File: config.mk
export PLATFORM = sky130hd
export DESIGN_NAME = granule_first_fit_allocator_flat
export DESIGN_NICKNAME = d
export VERILOG_FILES = /design/src/rtl/gffa_pkg.sv /design/src/rtl/gffa_req_if.sv /design/src/rtl/gffa_rsp_if.sv /design/src/rtl/gffa_datapath.sv /design/src/rtl/gffa_ctrl.sv /design/src/rtl/granule_first_fit_allocator.sv /design/src/flat_wrapper.sv
export SDC_FILE = /design/constraint.sdc
export NUM_CORES = 2
export LEC_CHECK = 0
export CAP_MARGIN = 10
export CELL_PAD_IN_SITES_DETAIL_PLACEMENT = 1
export CELL_PAD_IN_SITES_GLOBAL_PLACEMENT = 2
export CORE_MARGIN = 2
export CORE_UTILIZATION = 47
export DETAILED_ROUTE_END_ITERATION = 10
export DONT_BUFFER_PORTS = 1
export HOLD_SLACK_MARGIN = 0.02
export PLACE_DENSITY_LB_ADDON = 0.1
export SLEW_MARGIN = 10
export SYNTH_ARGS = -nofsm -noshare
export SYNTH_HDL_FRONTEND = slang
export SYNTH_SLANG_ARGS = --single-unit
File: constraint.sdc
create_clock -name clk -period 7.5 [get_ports clk]
set_clock_uncertainty 0.15 [all_clocks]
set_input_delay 0.375 -clock clk [delete_from_list [all_inputs] [get_ports clk]]
set_output_delay 0.375 -clock clk [all_outputs]
set_load 0.03 [all_outputs]
File: src/rtl/gffa_pkg.sv
// shared constants, codes and control types of the granule allocator
package gffa_pkg;

  // table geometry
  localparam int unsigned BLK_N = 64;
  localparam int unsigned IDX_W = $clog2(BLK_N);

  // granule constants
  localparam logic [15:0] GRANULE_MASK  = 16'hffff;
  localparam logic [16:0] FIRST_GRANULE = 17'd16;
  localparam logic [16:0] TOP_CAP       = 17'd65535;
  localparam logic [31:0] MAX_SIZE      = 32'hffff0000;
  localparam logic [16:0] TOP_RESET     = 17'd256;

  // request codes
  localparam logic [2:0] OP_ALLOC   = 3'd0;
  localparam logic [2:0] OP_FREE    = 3'd1;
  localparam logic [2:0] OP_COMMIT  = 3'd2;
  localparam logic [2:0] OP_QUERY   = 3'd3;
  localparam logic [2:0] OP_REALLOC = 3'd4;

  // result status codes
  localparam logic [1:0] ST_OK    = 2'd0;
  localparam logic [1:0] ST_NOMEM = 2'd1;
  localparam logic [1:0] ST_INVAL = 2'd2;

  // kind of table scan
  typedef enum logic [1:0] {
    MODE_FIND  = 2'd0,
    MODE_PLACE = 2'd1,
    MODE_SKIP  = 2'd2,
    MODE_GAP   = 2'd3
  } mode_t;

  // controller to datapath
  typedef struct packed {
    logic       latch;
    logic       pass_go;
    mode_t      mode;
    logic       gap_step;
    logic       write_entry;
    logic       drop_found;
    logic       load_out;
    logic [1:0] resp;
  } cmd_t;

  // datapath to controller
  typedef struct packed {
    logic       pass_done;
    logic       found;
    logic       slot_ok;
    logic       size_ok;
    logic       hit;
    logic       fits;
    logic       cur_at_lim;
    logic       gap_end;
    logic       commit_ok;
    logic       out_busy;
    logic [2:0] op;
  } stat_t;

endpackage

File: src/rtl/gffa_req_if.sv
// request channel: valid/ready and request payload
interface gffa_req_if;
  logic        valid;
  logic        ready;
  logic [2:0]  op;
  logic [31:0] size;
  logic [31:0] address;

  modport source (output valid, output op, output size, output address, input ready);
  modport sink   (input valid, input op, input size, input address, output ready);
endinterface

File: src/rtl/gffa_rsp_if.sv
// result channel: valid/ready and result payload
interface gffa_rsp_if;
  logic        valid;
  logic        ready;
  logic [1:0]  status;
  logic [31:0] base_address;
  logic [31:0] avail_bytes;
  logic [31:0] largest_bytes;
  logic [31:0] move_bytes;

  modport source (output valid, output status, output base_address, output avail_bytes,
                  output largest_bytes, output move_bytes, input ready);
  modport sink   (input valid, input status, input base_address, input avail_bytes,
                  input largest_bytes, input move_bytes, output ready);
endinterface

File: src/rtl/gffa_datapath.sv
// block table, scan engine, cursor arithmetic and result registers
module gffa_datapath
  import gffa_pkg::*;
(
  input  logic        clk,
  input  logic        rst_n,
  input  logic [2:0]  in_op,
  input  logic [31:0] in_size,
  input  logic [31:0] in_address,
  input  logic        cfg_we,
  input  logic [16:0] cfg_wdata,
  input  cmd_t        cmd,
  output stat_t       stat,
  output logic        out_valid,
  input  logic        out_ready,
  output logic [1:0]  out_status,
  output logic [31:0] out_base_address,
  output logic [31:0] out_avail_bytes,
  output logic [31:0] out_largest_bytes,
  output logic [31:0] out_move_bytes
);

  // block table memory and valid bits
  logic [15:0]      mem_base [BLK_N];
  logic [15:0]      mem_size [BLK_N];
  logic [BLK_N-1:0] valid_r;
  logic [BLK_N-1:0] set_mask;
  logic [BLK_N-1:0] clr_mask;

  logic [16:0] top_r;
  logic [16:0] lim;

  // latched request
  logic [2:0]  op_r;
  logic [31:0] size_r;
  logic [15:0] n_r;
  logic        size_ok_r;
  logic        commit_ok_r;
  logic [15:0] addr_hi_r;
  logic        addr_al_r;

  // scan sequencing
  logic [IDX_W:0]   idx_r;
  logic             active_r;
  logic             rd_vld_r;
  logic [IDX_W-1:0] rd_idx_r;
  mode_t            mode_r;
  logic [15:0]      rd_base_r;
  logic [15:0]      rd_size_r;
  logic             pass_done;

  // scan results
  logic [16:0]      cur_r, cur_nxt;
  logic [16:0]      m_r, m_nxt;
  logic [16:0]      total_r, total_nxt;
  logic [16:0]      best_r, best_nxt;
  logic             hit_r, hit_nxt;
  logic             found_r, found_nxt;
  logic [IDX_W-1:0] found_idx_r, found_idx_nxt;
  logic [15:0]      old_size_r, old_size_nxt;
  logic             slot_ok_r, slot_ok_nxt;
  logic [IDX_W-1:0] slot_r, slot_nxt;

  logic        ent_ok;
  logic [16:0] ent_end;
  logic [16:0] ent_b;
  logic [17:0] cur_plus_n;
  logic [16:0] gap;
  logic [32:0] commit_end;
  logic [16:0] n_full;
  logic [31:0] old_bytes;
  logic        placed_ok;

  assign lim        = (top_r < TOP_CAP) ? top_r : TOP_CAP;
  assign ent_ok     = rd_vld_r & valid_r[rd_idx_r];
  assign ent_b      = {1'b0, rd_base_r};
  assign ent_end    = ent_b + {1'b0, rd_size_r};
  assign cur_plus_n = {1'b0, cur_r} + {2'b00, n_r};
  assign gap        = m_r - cur_r;
  assign commit_end = {1'b0, in_address} + {1'b0, in_size};
  assign n_full     = {1'b0, in_size[31:16]} + {16'd0, |(in_size[15:0] & GRANULE_MASK)};
  assign old_bytes  = {old_size_r, 16'h0000};
  assign pass_done  = active_r & idx_r[IDX_W] & ~rd_vld_r;
  assign set_mask   = {{(BLK_N-1){1'b0}}, cmd.write_entry} << slot_r;
  assign clr_mask   = {{(BLK_N-1){1'b0}}, cmd.drop_found} << found_idx_r;
  assign placed_ok  = (cmd.resp == ST_OK) && (op_r == OP_ALLOC || op_r == OP_REALLOC);

  // configuration register
  always_ff @(posedge clk) begin
    if (!rst_n) begin
      top_r <= TOP_RESET;
    end else if (cfg_we) begin
      top_r <= cfg_wdata;
    end
  end

  // request latch
  always_ff @(posedge clk) begin
    if (cmd.latch) begin
      op_r        <= in_op;
      size_r      <= in_size;
      n_r         <= n_full[15:0];
      size_ok_r   <= (in_size != 32'd0) && (in_size <= MAX_SIZE);
      commit_ok_r <= (in_size != 32'd0) && !commit_end[32] &&
                     (commit_end <= {top_r, 16'h0000});
      addr_hi_r   <= in_address[31:16];
      addr_al_r   <= (in_address[15:0] == 16'h0000);
    end
  end

  // scan index and registered table read
  always_ff @(posedge clk) begin
    if (!rst_n) begin
      active_r <= 1'b0;
      rd_vld_r <= 1'b0;
      idx_r    <= '0;
    end else if (cmd.pass_go) begin
      active_r <= 1'b1;
      rd_vld_r <= 1'b0;
      idx_r    <= '0;
      mode_r   <= cmd.mode;
    end else if (active_r) begin
      if (!idx_r[IDX_W]) begin
        idx_r    <= idx_r + 1'b1;
        rd_vld_r <= 1'b1;
        rd_idx_r <= idx_r[IDX_W-1:0];
      end else begin
        rd_vld_r <= 1'b0;
        if (!rd_vld_r) begin
          active_r <= 1'b0;
        end
      end
    end
  end

  always_ff @(posedge clk) begin
    if (cmd.write_entry) begin
      mem_base[slot_r] <= cur_r[15:0];
      mem_size[slot_r] <= n_r;
    end
    rd_base_r <= mem_base[idx_r[IDX_W-1:0]];
    rd_size_r <= mem_size[idx_r[IDX_W-1:0]];
  end

  // valid bits
  always_ff @(posedge clk) begin
    if (!rst_n) begin
      valid_r <= '0;
    end else begin
      valid_r <= (valid_r | set_mask) & ~clr_mask;
    end
  end

  // per-entry evaluation of the scan
  always_comb begin
    cur_nxt       = cur_r;
    m_nxt         = m_r;
    total_nxt     = total_r;
    best_nxt      = best_r;
    hit_nxt       = hit_r;
    found_nxt     = found_r;
    found_idx_nxt = found_idx_r;
    old_size_nxt  = old_size_r;
    slot_ok_nxt   = slot_ok_r;
    slot_nxt      = slot_r;
    if (cmd.latch) begin
      cur_nxt     = FIRST_GRANULE;
      total_nxt   = '0;
      best_nxt    = '0;
      found_nxt   = 1'b0;
      slot_ok_nxt = 1'b0;
    end
    if (cmd.pass_go) begin
      hit_nxt = 1'b0;
      m_nxt   = lim;
    end
    if (cmd.gap_step) begin
      total_nxt = total_r + gap;
      if (gap > best_r) begin
        best_nxt = gap;
      end
      cur_nxt = m_r;
    end
    if (rd_vld_r) begin
      case (mode_r)
        MODE_FIND: begin
          if (ent_ok && !found_r && addr_al_r && (rd_base_r == addr_hi_r)) begin
            found_nxt     = 1'b1;
            found_idx_nxt = rd_idx_r;
            old_size_nxt  = rd_size_r;
          end
          if (!valid_r[rd_idx_r] && !slot_ok_r) begin
            slot_ok_nxt = 1'b1;
            slot_nxt    = rd_idx_r;
          end
        end
        MODE_PLACE: begin
          if (ent_ok && (cur_r < ent_end) && ({1'b0, ent_b} < cur_plus_n)) begin
            cur_nxt = ent_end;
            hit_nxt = 1'b1;
          end
        end
        MODE_SKIP: begin
          if (ent_ok && (ent_b <= cur_r) && (cur_r < ent_end)) begin
            cur_nxt = ent_end;
            hit_nxt = 1'b1;
          end
        end
        MODE_GAP: begin
          if (ent_ok && (ent_b >= cur_r) && (ent_b < m_r)) begin
            m_nxt = ent_b;
          end
        end
        default: begin
          hit_nxt = hit_r;
        end
      endcase
    end
  end

  always_ff @(posedge clk) begin
    cur_r       <= cur_nxt;
    m_r         <= m_nxt;
    total_r     <= total_nxt;
    best_r      <= best_nxt;
    hit_r       <= hit_nxt;
    found_r     <= found_nxt;
    found_idx_r <= found_idx_nxt;
    old_size_r  <= old_size_nxt;
    slot_ok_r   <= slot_ok_nxt;
    slot_r      <= slot_nxt;
  end

  // result register
  always_ff @(posedge clk) begin
    if (!rst_n) begin
      out_valid <= 1'b0;
    end else if (cmd.load_out) begin
      out_valid <= 1'b1;
    end else if (out_ready) begin
      out_valid <= 1'b0;
    end
  end

  always_ff @(posedge clk) begin
    if (cmd.load_out) begin
      out_status        <= cmd.resp;
      out_base_address  <= placed_ok ? {cur_r[15:0], 16'h0000} : 32'd0;
      out_move_bytes    <= (cmd.resp == ST_OK && op_r == OP_REALLOC) ?
                           ((old_bytes < size_r) ? old_bytes : size_r) : 32'd0;
      out_avail_bytes   <= (op_r == OP_QUERY) ? {total_r[15:0], 16'h0000} : 32'd0;
      out_largest_bytes <= (op_r == OP_QUERY) ? {best_r[15:0], 16'h0000} : 32'd0;
    end
  end

  // status towards the controller
  always_comb begin
    stat.pass_done  = pass_done;
    stat.found      = found_r;
    stat.slot_ok    = slot_ok_r;
    stat.size_ok    = size_ok_r;
    stat.hit        = hit_r;
    stat.fits       = (cur_plus_n <= {1'b0, lim});
    stat.cur_at_lim = (cur_r >= lim);
    stat.gap_end    = (m_r >= lim);
    stat.commit_ok  = commit_ok_r;
    stat.out_busy   = out_valid & ~out_ready;
    stat.op         = op_r;
  end

endmodule

File: src/rtl/gffa_ctrl.sv
// request sequencer: decodes the request and orders the table scans
module gffa_ctrl
  import gffa_pkg::*;
(
  input  logic  clk,
  input  logic  rst_n,
  input  logic  in_valid,
  output logic  in_ready,
  input  stat_t stat,
  output cmd_t  cmd
);

  typedef enum logic [6:0] {
    S_IDLE  = 7'b0000001,
    S_DISP  = 7'b0000010,
    S_FIND  = 7'b0000100,
    S_PLACE = 7'b0001000,
    S_SKIP  = 7'b0010000,
    S_GAP   = 7'b0100000,
    S_RESP  = 7'b1000000
  } state_t;

  state_t     state_r, state_nxt;
  logic [1:0] resp_r, resp_nxt;

  assign in_ready = (state_r == S_IDLE);

  // next state and commands
  always_comb begin
    state_nxt = state_r;
    resp_nxt  = resp_r;
    cmd       = '0;
    cmd.resp  = resp_r;
    case (state_r)
      S_IDLE: begin
        if (in_valid) begin
          cmd.latch = 1'b1;
          state_nxt = S_DISP;
        end
      end
      S_DISP: begin
        case (stat.op)
          OP_ALLOC, OP_FREE, OP_REALLOC: begin
            cmd.pass_go = 1'b1;
            cmd.mode    = MODE_FIND;
            state_nxt   = S_FIND;
          end
          OP_QUERY: begin
            if (stat.cur_at_lim) begin
              resp_nxt  = ST_OK;
              state_nxt = S_RESP;
            end else begin
              cmd.pass_go = 1'b1;
              cmd.mode    = MODE_SKIP;
              state_nxt   = S_SKIP;
            end
          end
          OP_COMMIT: begin
            resp_nxt  = stat.commit_ok ? ST_OK : ST_INVAL;
            state_nxt = S_RESP;
          end
          default: begin
            resp_nxt  = ST_INVAL;
            state_nxt = S_RESP;
          end
        endcase
      end
      S_FIND: begin
        if (stat.pass_done) begin
          state_nxt = S_RESP;
          if (stat.op == OP_FREE) begin
            cmd.drop_found = stat.found;
            resp_nxt       = stat.found ? ST_OK : ST_INVAL;
          end else if (stat.size_ok && stat.slot_ok &&
                       (stat.found || stat.op == OP_ALLOC)) begin
            cmd.pass_go = 1'b1;
            cmd.mode    = MODE_PLACE;
            state_nxt   = S_PLACE;
          end else begin
            resp_nxt = ST_NOMEM;
          end
        end
      end
      S_PLACE: begin
        if (stat.pass_done) begin
          if (!stat.fits) begin
            resp_nxt  = ST_NOMEM;
            state_nxt = S_RESP;
          end else if (stat.hit) begin
            cmd.pass_go = 1'b1;
            cmd.mode    = MODE_PLACE;
          end else begin
            cmd.write_entry = 1'b1;
            cmd.drop_found  = (stat.op == OP_REALLOC);
            resp_nxt        = ST_OK;
            state_nxt       = S_RESP;
          end
        end
      end
      S_SKIP: begin
        if (stat.pass_done) begin
          if (stat.hit) begin
            cmd.pass_go = 1'b1;
            cmd.mode    = MODE_SKIP;
          end else if (stat.cur_at_lim) begin
            resp_nxt  = ST_OK;
            state_nxt = S_RESP;
          end else begin
            cmd.pass_go = 1'b1;
            cmd.mode    = MODE_GAP;
            state_nxt   = S_GAP;
          end
        end
      end
      S_GAP: begin
        if (stat.pass_done) begin
          cmd.gap_step = 1'b1;
          if (stat.gap_end) begin
            resp_nxt  = ST_OK;
            state_nxt = S_RESP;
          end else begin
            cmd.pass_go = 1'b1;
            cmd.mode    = MODE_SKIP;
            state_nxt   = S_SKIP;
          end
        end
      end
      S_RESP: begin
        if (!stat.out_busy) begin
          cmd.load_out = 1'b1;
          state_nxt    = S_IDLE;
        end
      end
      default: begin
        state_nxt = S_IDLE;
      end
    endcase
  end

  always_ff @(posedge clk) begin
    if (!rst_n) begin
      state_r <= S_IDLE;
      resp_r  <= ST_INVAL;
    end else begin
      state_r <= state_nxt;
      resp_r  <= resp_nxt;
    end
  end

endmodule

File: src/rtl/granule_first_fit_allocator.sv
// Top level of the first-fit granule allocator. One request is handled at a
// time; the result waits in an output register while the next request is
// taken. All table work goes through one registered read port over the
// 64-entry block table, one entry per cycle. Allocate and reallocate take
// one pass to find the old block and a free slot, then placement passes,
// each of which may move the candidate base past several blocks, until a
// clean pass leaves it in place or the request no longer fits. Query walks
// the free runs with two passes per run (skip the occupied span, find the
// next block start) and a closing skip pass unless the last run reaches the
// top, plus one more pass whenever a skip has to step over further blocks.
// Valid bits are cleared by reset at once; there is no clearing pass. The
// user must write memory_top_granules through cfg_we / cfg_wdata only while
// no request is outstanding; the block does not enforce this.
module granule_first_fit_allocator
  import gffa_pkg::*;
(
  input  logic   clk,
  input  logic   rst_n,
  gffa_req_if.sink   in_ch,
  gffa_rsp_if.source out_ch,
  input  logic        cfg_we,
  input  logic [16:0] cfg_wdata
);

  cmd_t  cmd;
  stat_t stat;

  // sequencer
  gffa_ctrl u_ctrl (
    .clk      (clk),
    .rst_n    (rst_n),
    .in_valid (in_ch.valid),
    .in_ready (in_ch.ready),
    .stat     (stat),
    .cmd      (cmd)
  );

  // table and arithmetic
  gffa_datapath u_dp (
    .clk               (clk),
    .rst_n             (rst_n),
    .in_op             (in_ch.op),
    .in_size           (in_ch.size),
    .in_address        (in_ch.address),
    .cfg_we            (cfg_we),
    .cfg_wdata         (cfg_wdata),
    .cmd               (cmd),
    .stat              (stat),
    .out_valid         (out_ch.valid),
    .out_ready         (out_ch.ready),
    .out_status        (out_ch.status),
    .out_base_address  (out_ch.base_address),
    .out_avail_bytes   (out_ch.avail_bytes),
    .out_largest_bytes (out_ch.largest_bytes),
    .out_move_bytes    (out_ch.move_bytes)
  );

endmodule

File: src/flat_wrapper.sv
// flat-port wrapper written by rule: the top's interface ports become plain ports
module granule_first_fit_allocator_flat import gffa_pkg::*;
  (clk, rst_n, cfg_we, cfg_wdata, in_ch_valid, in_ch_op, in_ch_size, in_ch_address, in_ch_ready, out_ch_valid, out_ch_status, out_ch_base_address, out_ch_avail_bytes, out_ch_largest_bytes, out_ch_move_bytes, out_ch_ready);
  gffa_req_if in_ch_i ();
  gffa_rsp_if out_ch_i ();
  input  logic clk;
  input  logic rst_n;
  input  logic cfg_we;
  input  logic [16:0] cfg_wdata;
  input wire logic [$bits(in_ch_i.valid)-1:0] in_ch_valid;
  input wire logic [$bits(in_ch_i.op)-1:0] in_ch_op;
  input wire logic [$bits(in_ch_i.size)-1:0] in_ch_size;
  input wire logic [$bits(in_ch_i.address)-1:0] in_ch_address;
  output wire logic [$bits(in_ch_i.ready)-1:0] in_ch_ready;
  output wire logic [$bits(out_ch_i.valid)-1:0] out_ch_valid;
  output wire logic [$bits(out_ch_i.status)-1:0] out_ch_status;
  output wire logic [$bits(out_ch_i.base_address)-1:0] out_ch_base_address;
  output wire logic [$bits(out_ch_i.avail_bytes)-1:0] out_ch_avail_bytes;
  output wire logic [$bits(out_ch_i.largest_bytes)-1:0] out_ch_largest_bytes;
  output wire logic [$bits(out_ch_i.move_bytes)-1:0] out_ch_move_bytes;
  input wire logic [$bits(out_ch_i.ready)-1:0] out_ch_ready;
  assign in_ch_i.valid = in_ch_valid;
  assign in_ch_i.op = in_ch_op;
  assign in_ch_i.size = in_ch_size;
  assign in_ch_i.address = in_ch_address;
  assign in_ch_ready = in_ch_i.ready;
  assign out_ch_valid = out_ch_i.valid;
  assign out_ch_status = out_ch_i.status;
  assign out_ch_base_address = out_ch_i.base_address;
  assign out_ch_avail_bytes = out_ch_i.avail_bytes;
  assign out_ch_largest_bytes = out_ch_i.largest_bytes;
  assign out_ch_move_bytes = out_ch_i.move_bytes;
  assign out_ch_i.ready = out_ch_ready;
  granule_first_fit_allocator u_core (.clk(clk), .rst_n(rst_n), .in_ch(in_ch_i), .out_ch(out_ch_i), .cfg_we(cfg_we), .cfg_wdata(cfg_wdata));
endmodule
==> results.cfg <==
[outcome]
status = complete, no violations

[routing]
drt_pre_antenna_iters = 5
final_wirelength_mm = 286
drt-initial-drc-count = 5065
total_vias_in_the_final_route = 53459
via_per_inst = 6.12
post_drt_wl_per_cell_um = 32.7
drcViolationCount = 0
postRouteAntennaNets = 0

[clock_tree]
clk_latency_ns = 0.92
clock_tree.buffer_depth = 4
cts_num_sinks = 2438
clockRootBuffer = clkbuf_16
clk_transition_reported_paths_ns = 0.06
cts_made_buffers = 275
cts_htree_levels = 5
clock_tree_from_tritoncts = built
post_cts_buffers = 0

[grt]
largest_net_degree_at_the_start_of_global_routing = 146
grt.overflow.total = 0
grt_usage = 0.260
antenna_found_initial = 24
grt_first_pass_wirelength_mm = 412
first_global_vias = 55844

[synth]
seq_area_frac_synth = 0.701
synth.most_common_cell = edfxtp_1
synth.avg_cell_area_sq_um = 18.9
async_flop_share = 0
synth.largest_area_cell = edfxtp_1
synth.ff_latch_count = 2438
synth.area.top_cells = edfxtp_1 66%, mux4_2 15%, dfxtp_1 3.7%, ha_1 3.3%, nor2_1 1.1%
ys_dominant_reg_cell = edfxtp_1
synth_top_area_frac = 0.665
synth-edff-count = 2252
synthesis.yosys.warnings = 0
synth_top_cells_by_count = 2252 x edfxtp_1, 686 x mux4_2, 298 x nor2_1
synthesis.area_sq_um = 102000
synth.lib_cells_used.distinct = 87
syn-instance-count = 5380

[pwr]
p_leak_nw = 37.1
largest_vdd_supply_drop_uv = 223
power_per_cell_area_nw_per_um2 = 290

[timing]
report.final.hold_viol_count = 0
hold_slack_ns = 0.0783
postLayoutSetupSlackWorst_ns = 0.657
max_slew_margin = 0.123
finalCriticalPeriod_ns = 6.84
achievable-frequency_ghz = 0.146
finalSetupViolCount = 0
finalMaxSlewViolations = 0
fin_crit_sh = 0.912
worst_pin_slew_ns = 1.30
setup_tns_ns = 0
grt_setup_unrepaired = false

[floorplan]
io_pins = 221
initial_utilization = 0.473
placement_rows = 170
vert_die_dim_um = 469
die-area_sq_um = 220000
floorplan.die.width_um = 469
core_area_sq_um = 215000

[layout]
post_route_cells_drive_above_1_share = 0.231
n_fill_cell = 19022
finalInstanceArea_sq_um = 116000
area_delta_synth_final_pct = 13.6
fin_nets = 6071

[setup_path]
critPathArrivalTime_ns = 7.16
worst-r2r-cell-count = 17
worst_setup_path_start_kind = flop
worstSetupPathType = flop to flop
worst-path-max-fanout = 32
critical_path_required_ns = 7.82
worst_setup_path_end_kind = flop

[worst_hold_path]
timing.hold.worst_path_depth = 5
kind_of_path_behind_the_tightest_hold_check = input port to flop

[placement]
post-place-ws_ns = 0.665
portBuffers = 0
post_dp_cell_area_sq_um = 106000
gp_routability_congestion = 0.834
detailedPlacementHpwl_mm = 184

[flow_run]
maxCapViolCount = 0
[worst max-delay path, stage by stage (launching register included)]
cell and delay (ns):
dfxtp_2 0.62, inv_1 0.33, fa_1 0.50, nor2b_1 0.20, o21ai_1 0.14, a21oi_1 0.19
a21o_1 0.18, xor2_1 0.25, ha_1 0.31, o21ai_0 0.20, nor2_1 0.07, a2111oi_0 0.43
a21o_1 0.34, and3_1 0.25, nand2_1 0.20, nor2_1 0.28, nand2_1 0.63, nor2_4 1.13
[kinds of logic (layout without fill, tap and decap cells)]
kind of cell / Yosys count / in the layout / synth area share
flops: 2438 / 2438 / 0.701
compound gates: 594 / 594 / 0.0396
simple gates: 803 / 803 / 0.0392
fa+ha+maj: 270 / 270 / 0.0336
other cells: 2 / 58 / 0.0000738
buf+inv: 420 / 884 / 0.0183
xor+xnor: 106 / 106 / 0.00926
mux: 747 / 747 / 0.159
[flip-flops by register name (all words and copies together) (netlist names), 17 cells and up]
signal                      cells
u_core.u_dp.size_r             32
u_core.u_dp.top_r              17
u_core.u_dp.mem_base         1024
u_core.u_dp.mem_size         1024
u_core.u_dp.out_move_bytes     32
u_core.u_dp.best_r             17
u_core.u_dp.cur_r              17
u_core.u_dp.valid_r            64
u_core.u_dp.m_r                17
[area by class of cell]
| type | instances | area, sq um | share of cell area |
|---|---|---|---|
| clock buffer | 348 | 7310 | 0.0633 |
| timing repair buffer | 282 | 2590 | 0.0224 |
| sequential | 2438 | 71400 | 0.618 |
| clock inverter | 110 | 962 | 0.00832 |
| antenna | 7 | 17.5 | 0.000152 |
| inverter | 144 | 543 | 0.00470 |
| tap | 2838 | 3550 | 0.0307 |
| multi-input combinational | 2571 | 29200 | 0.253 |
[through the flow]
stage | power, mW | util | std cells
final | 33.5 | 0.538 | 8738
after floorplan | 19.3 | - | 5429
after CTS | 33.8 | 0.538 | 8731
after global placement | 21.0 | 0.494 | 8160
after detailed placement | 21.1 | 0.494 | 8160
after global routing | 34.8 | 0.538 | 8733
[final timing paths]
check                           endpoint  slack (ns)                   from
max          u_core.u_dp.mem_size[0][12]        0.66   u_core.u_dp.cur_r[1]
min reg2reg        u_core.u_dp.best_r[2]        0.31  u_core.u_dp.best_r[2]
min              u_core.u_dp.commit_ok_r        0.08          in_ch_size[8]
max reg2reg  u_core.u_dp.mem_size[0][12]        0.66   u_core.u_dp.cur_r[1]
[cell usage in the layout (no fill, tap or decap), drive strengths merged, types with 33 or more instances in the layout]
| cell | instances |
|---|---|
| xnor2 | 57 |
| nor3 | 58 |
| inv | 149 |
| and2 | 44 |
| conb | 51 |
| xor2 | 48 |
| clkinv | 83 |
| ha | 265 |
| a21o | 45 |
| nand4 | 45 |
| and3 | 39 |
| buf | 170 |
| dfxtp | 186 |
| a31oi | 74 |
| a22oi | 65 |
| nor2 | 300 |
| edfxtp | 2252 |
| nand2 | 114 |
| dlygate4sd3 | 112 |
| mux4 | 689 |
| mux2i | 42 |
| nor4 | 33 |
| o21ai | 83 |
| a21oi | 132 |
| nand3 | 51 |
| clkbuf | 348 |
[timing repair]
| action | 4_1_cts | 5_1_grt |
|---|---|---|
| endpoints found under the hold margin | 200 | 0 |
| hold buffers | 113 | 0 |
| resized for setup | 0 | 0 |
[power by group]
part,internal (mW),total (mW),switching (mW)
combinational,1.93,5.15,3.21
clock,7.41,12.7,5.24
sequential,15.4,15.7,0.282
[metal layers]
layer	part of all wire	track usage
met1	0.42	0.353
met5	0.000094	0
met4	0.027	0.0720
met2	0.50	0.437
met3	0.054	0.0418
Note: power is estimated with default switching activity, not from simulation.
